File: config.mk
export PLATFORM = sky130hd
export DESIGN_NAME = flc_front
export DESIGN_NICKNAME = d
export VERILOG_FILES = /design/src/rtl/core/flc_pkg.sv /design/src/rtl/core/flc_front.sv
export SDC_FILE = /design/constraint.sdc
export NUM_CORES = 1
export LEC_CHECK = 0
export BUFFER_PORTS_ARGS = -buffer_cell sky130_fd_sc_hd__buf_2
export CORE_MARGIN = 2
export CORE_UTILIZATION = 50
export CTS_CLUSTER_DIAMETER = 40
export CTS_CLUSTER_SIZE = 30
export DETAILED_ROUTE_END_ITERATION = 16
export GPL_TIMING_DRIVEN = 0
export HOLD_SLACK_MARGIN = 0.15
export PLACE_DENSITY_LB_ADDON = 0.12
export SYNTH_ARGS = -nofsm -noshare
export SYNTH_HDL_FRONTEND = slang
export SYNTH_SLANG_ARGS = --single-unit
File: constraint.sdc
create_clock -name i_clk -period 4.62 [get_ports i_clk]
set_input_delay 0.924 -clock i_clk [delete_from_list [all_inputs] [get_ports i_clk]]
set_output_delay 0.924 -clock i_clk [all_outputs]
set_load 0.005 [all_outputs]
File: src/rtl/core/flc_pkg.sv
package flc_pkg;

    localparam int NUM_PROC = 256;
    localparam int PID_W    = $clog2(NUM_PROC);
    localparam int CNT_W    = PID_W + 1;
    localparam int ACC_W    = 32;
    localparam int TMR_W    = 32;
    localparam logic [TMR_W-1:0] HOLD_LIMIT_RST = 32'd10000;

    typedef enum logic [1:0] {
        CMD_REQ  = 2'd0,
        CMD_REL  = 2'd1,
        CMD_TICK = 2'd2,
        CMD_BAD  = 2'd3
    } t_cmd;

    typedef enum logic [2:0] {
        EV_NONE    = 3'd0,
        EV_QUEUED  = 3'd1,
        EV_GRANTED = 3'd2,
        EV_RELEASE = 3'd3,
        EV_TIMEOUT = 3'd4,
        EV_PENDING = 3'd5,
        EV_IGNORED = 3'd6,
        EV_RSVD    = 3'd7
    } t_event;

    typedef enum logic [0:0] {
        ST_IDLE = 1'b0,
        ST_EXEC = 1'b1
    } t_state;

    typedef struct packed {
        t_cmd             cmd;
        logic [PID_W-1:0] pid;
    } t_item;

endpackage

File: src/rtl/core/flc_front.sv
module flc_front import flc_pkg::*; (
    input  logic        i_clk,
    input  logic        i_rst_n,
    input  logic        i_valid,
    output logic        o_ready,
    input  logic [1:0]  i_cmd,
    input  logic [7:0]  i_pid,
    output logic        o_item_valid,
    output t_item       o_item,
    input  logic        i_item_pop
);

    // two-entry queue between intake and execution
    t_item       r_mem [2];
    logic        r_wr_ptr;
    logic        r_rd_ptr;
    logic [1:0]  r_cnt;
    logic        push;
    logic        pop;
    t_item       item_in;

    always_comb begin
        item_in.cmd = t_cmd'(i_cmd);
        item_in.pid = i_pid[PID_W-1:0];
    end

    assign o_ready      = (r_cnt != 2'd2);
    assign push         = i_valid && o_ready;
    assign o_item_valid = (r_cnt != 2'd0);
    assign pop          = i_item_pop && o_item_valid;
    assign o_item       = r_mem[r_rd_ptr];

    always_ff @(posedge i_clk) begin
        if (push) begin
            r_mem[r_wr_ptr] <= item_in;
        end
    end

    always_ff @(posedge i_clk) begin
        if (!i_rst_n) begin
            r_wr_ptr <= 1'b0;
            r_rd_ptr <= 1'b0;
            r_cnt    <= 2'd0;
        end else begin
            if (push) r_wr_ptr <= ~r_wr_ptr;
            if (pop)  r_rd_ptr <= ~r_rd_ptr;
            r_cnt <= r_cnt + {1'b0, push} - {1'b0, pop};
        end
    end

endmodule

# After elaboration in Yosys (flattened, before gate mapping)
# Memories as Yosys holds them, arrays and structs flattened. A register that Yosys moved wholly into a read port is not among the register bits.
# Index checks and enable logic that the tools add are counted.
[word_totals] register_bits=4 mem_bits_rw=20 input_bits=14 out_inout_bits=12 elab_cells=16 mem_count=1
[memory_table] memory="r_mem" words=2 word_bits=10 rd=1 rd_ports_with_merged_regs=1 write_ports=1 line="flc_front.sv:14" source="t_item r_mem [2];"
[op_classes] addsub=2 n_eq_ne=1 mux=4 bitwise_logic=2 reduce_logical=3
[op_table] operator="$mux W1" count=4
[op_table] operator="$add A2 B1 Y2" count=1
[op_table] operator="$logic_and A1 B1 Y1" count=2
[op_table] operator="$ne A2 B2 Y1 const B" count=1
[op_table] operator="$not A1 Y1" count=2
[op_table] operator="$reduce_bool A2 Y1" count=1
[op_table] operator="$sub A2 B1 Y2" count=1

# Depth between registers and ports, before layout
[logic_depth] depth_word=4 depth_mapped=8 ltp_nobuf=8

# Worst setup path after synthesis
# Ideal clock, no wire load.
[synth_timing] path_type="input to register" start="input port i_item_pop" end="register r_cnt[1]" setup_ns=0.115 t_arrival_ns=1.885 required_time_ns=4.505 slack_ns=2.620 cell_stages=7 path_buffers=0 cell_sequence="o21a_2 ha_1 inv_1 ha_1 xnor2_1 xnor2_1 and2_1"
[synth_between] elab_chain_cells=2
[synth_lines] item="start: declaration" line="flc_front.sv:10" source="input logic i_item_pop"
[synth_lines] item="$logic_and A1 B1 Y1" line="flc_front.sv:30" source="assign pop = i_item_pop && o_item_valid;"
[synth_lines] item="$sub A2 B1 Y2" line="flc_front.sv:47" source="r_cnt <= r_cnt + {1'b0, push} - {1'b0, pop};"
[synth_lines] item="end signal: assignment" line="flc_front.sv:47"
[synth_lines] item="end: declaration" line="flc_front.sv:17" source="logic [1:0] r_cnt;"
# Every way passes these cells.
# A chain may end at the register's enable or synchronous reset.

==> impl_metrics.csv <==
group,metric,value,unit
route,drtAntennaViolNets,0,
critical_path,critPathKind,"flip-flop to output port",
sta,setup_tns,0,ns
power,ir_worst_vdd,0.294,mV
route,drc,0,
yosys,netlist_instances,55,
status,outcome,"completed",
critical_path,cp.arrival,1.36,ns
yosys,netlist_area,953,µm²
die,initial_utilization,0.540,
sta,rsz0062_at_grt,"false",
yosys,synth_top_area_share,0.630,
yosys,syn_avg_cell_area,17.3,µm²
yosys,synth_warnings,0,
layout,fin_util,0.645,
route,viasPerCell,4.69,
die,fp.dieH,47.7,µm
min_path,worstHoldPathType,"flip-flop to flip-flop",
clock_network,cts_tree,"done",
layout,diodes,0,
route,wl,1.30,mm
critical_path,reg2reg_slack,2.91,ns
place,portBuffers,25,
critical_path,r2r-start,"r_cnt[0]$_SDFF_PN0_",
sta,clock.fmax,0.438,GHz
clock_network,cts_buffers,3,
clock_network,clockRootBuffer,"clkbuf_4",
critical_path,regToRegEndpoint,"r_mem[0][0]$_DFFE_PP_",
sta,final_max_slew_viol_count,0,
clock_network,cts_sinks,25,
grt,grt.overflow.total,0,
place,dpl_cell_area,0.00111,mm²
min_path,holdPathEnd,"r_wr_ptr$_SDFFE_PN0N_",
sta,skew,0.00514,ns
yosys,yosys.area.top_type,"edfxtp_1",
clock_network,cts.repair.resized,0,
yosys,synth_cell_type_count,16,
grt,grt_start_max_net_pins,15,
min_path,hold_depth,2,
clock_network,post-cts-setup-buffers,0,
place,place.gp.congestion,0.602,
sta,setup_viol,0,
route,drt-initial-drc-count,5,
sta,final_hold_viol_count,0,
critical_path,crit_fanout,10,
clock_network,path_clk_slew,0.12,ns
layout,design_area,0.00114,mm²
yosys,synth.area.top_cells,"edfxtp_1 (63%), mux2_2 (12%), dfxtp_1 (10%), xnor2_1 (2.8%), ha_1 (2.6%)",
power,pwr_density_cell,485,mW/mm²
power,total_power,0.552,mW
grt,track_usage,0.133,
die,core_area,0.00176,mm²
clock_network,cts_htree_levels,1,
clock_network,clockBufferDepth,2,
critical_path,start_kind,"flip-flop",
sta,period_share,0.494,
route,route.detailed.wl_per_inst,11.9,µm
clock_network,insertion_delay,0.30,ns
yosys,ys_seq_area_frac,0.735,
yosys,syn_nets,71,
sta,max_slew_margin,0.410,
critical_path,rr_worst_depth,3,
min_path,min_from,"r_wr_ptr$_SDFFE_PN0N_",
yosys,synth_flop_cell,"edfxtp_1",
critical_path,required,3.70,ns
grt,grt_pass1_wl,1.93,mm
die,num_rows,15,
flow_run,drv_cap,0,
yosys,postSynth.asyncResetShare,0,
yosys,yosysMostFrequentCell,"edfxtp_1",
place,dp_hpwl,941,µm
sta,fin_crit,2.28,ns
layout,syn2layout_area_growth,19.3,%
route,first_pass_iters,3,
power,total_leakage_power,0.452,nW
grt,antenna_found_initial,0,
yosys,ys_ff_latch,25,
yosys,synth_commonest_cells,"edfxtp_1 (20), mux2_2 (10), dfxtp_1 (5)",
grt,grt_pass1_vias,463,
die,die_w,47.7,µm
die,pin_count,26,
yosys,synth-edff-count,20,
clock_network,hold_buffers,0,
critical_path,end_kind,"output port",
layout,drive_gt1_frac,0.500,
sta,worst_pin_slew,0.881,ns
layout,nets,101,
die,die_area,0.00227,mm²
route,vias,511,
## state kept, by name (all words and copies together), names as in the netlist, named ones only
name / count
r_wr_ptr: 1
r_rd_ptr: 1
r_cnt: 2
r_mem: 20
## worst max-delay path, cell delays in order, from the launching register on
cell,delay [ns]
dfxtp_1,0.32
buf_2,0.24
mux2_2,0.37
buf_2,0.13
## cell families after synthesis
group	count (synthesis)	synth area share
flops	25	0.735
mux	11	0.129
simple gates	11	0.0643
xor+xnor	3	0.0276
buf+inv	2	0.00918
fa+ha+maj	2	0.0262
compound gates	1	0.00919
## layout by cell type (no fill, tap or decap)
master and count:
nor2_1 1, mux2i_1 1, nand2b_1 2, nor2b_1 2
ha_1 2, buf_2 26, and2_1 2, dfxtp_1 5
and3_1 1, clkbuf_4 3, edfxtp_1 20, inv_1 1
o21a_2 1, mux2_2 10, xnor2_1 3, nand2_1 2
clkinv_2 1, or2_2 1
## final cells by class
cell class / count / area (µm²)
flip-flops and latches: 25 / 701
fillers: 140 / 627
multi-input cells: 28 / 244
repair buffers: 25 / 125
well taps: 25 / 31.3
clock buffers: 3 / 22.5
clock inverters: 1 / 5.00
plain buffers: 1 / 5.00
inverters: 1 / 3.75
## per-layer routing
metal	share of wire	global-route usage	up-vias
li1	-	-	261
met1	0.42	0.143	235
met2	0.53	0.230	15
met3	0.054	0.0604	0
met4	0	0.0486	0
met5	0	0	-
## where the power goes
group	switching [mW]	internal, mW	leakage, nW
Sequential	0.0155	0.286	0.228
Clock	0.0575	0.0323	0.0177
Combinational	0.0717	0.0891	0.207
Total	0.145	0.407	0.452
## per-stage QoR
stage	setup WS [ns]	cells	hold WS, ns
after floorplan	2.62	55	0.455
after global placement	2.44	105	0.469
after detailed placement	2.43	105	0.493
after CTS	2.31	109	0.511
after global routing	2.25	109	0.536
final	2.34	109	0.505
## worst max path at each step
stage	slack [ns]	startpoint	end	depth (start not counted)
3_5_place_dp	2.43	i_valid	r_mem[0][0]$_DFFE_PP_	3
4_1_cts	2.31	flip-flop	o_item[6]	3
5_1_grt	2.25	flip-flop	o_item[6]	3
3_3_place_gp	2.44	i_valid	r_mem[0][0]$_DFFE_PP_	3
6_report	2.34	flip-flop	o_item[2]	3
2_1_floorplan	2.62	i_item_pop	r_cnt[1]$_SDFF_PN0_	7
No activity file was read; power rests on OpenSTA's default activity.
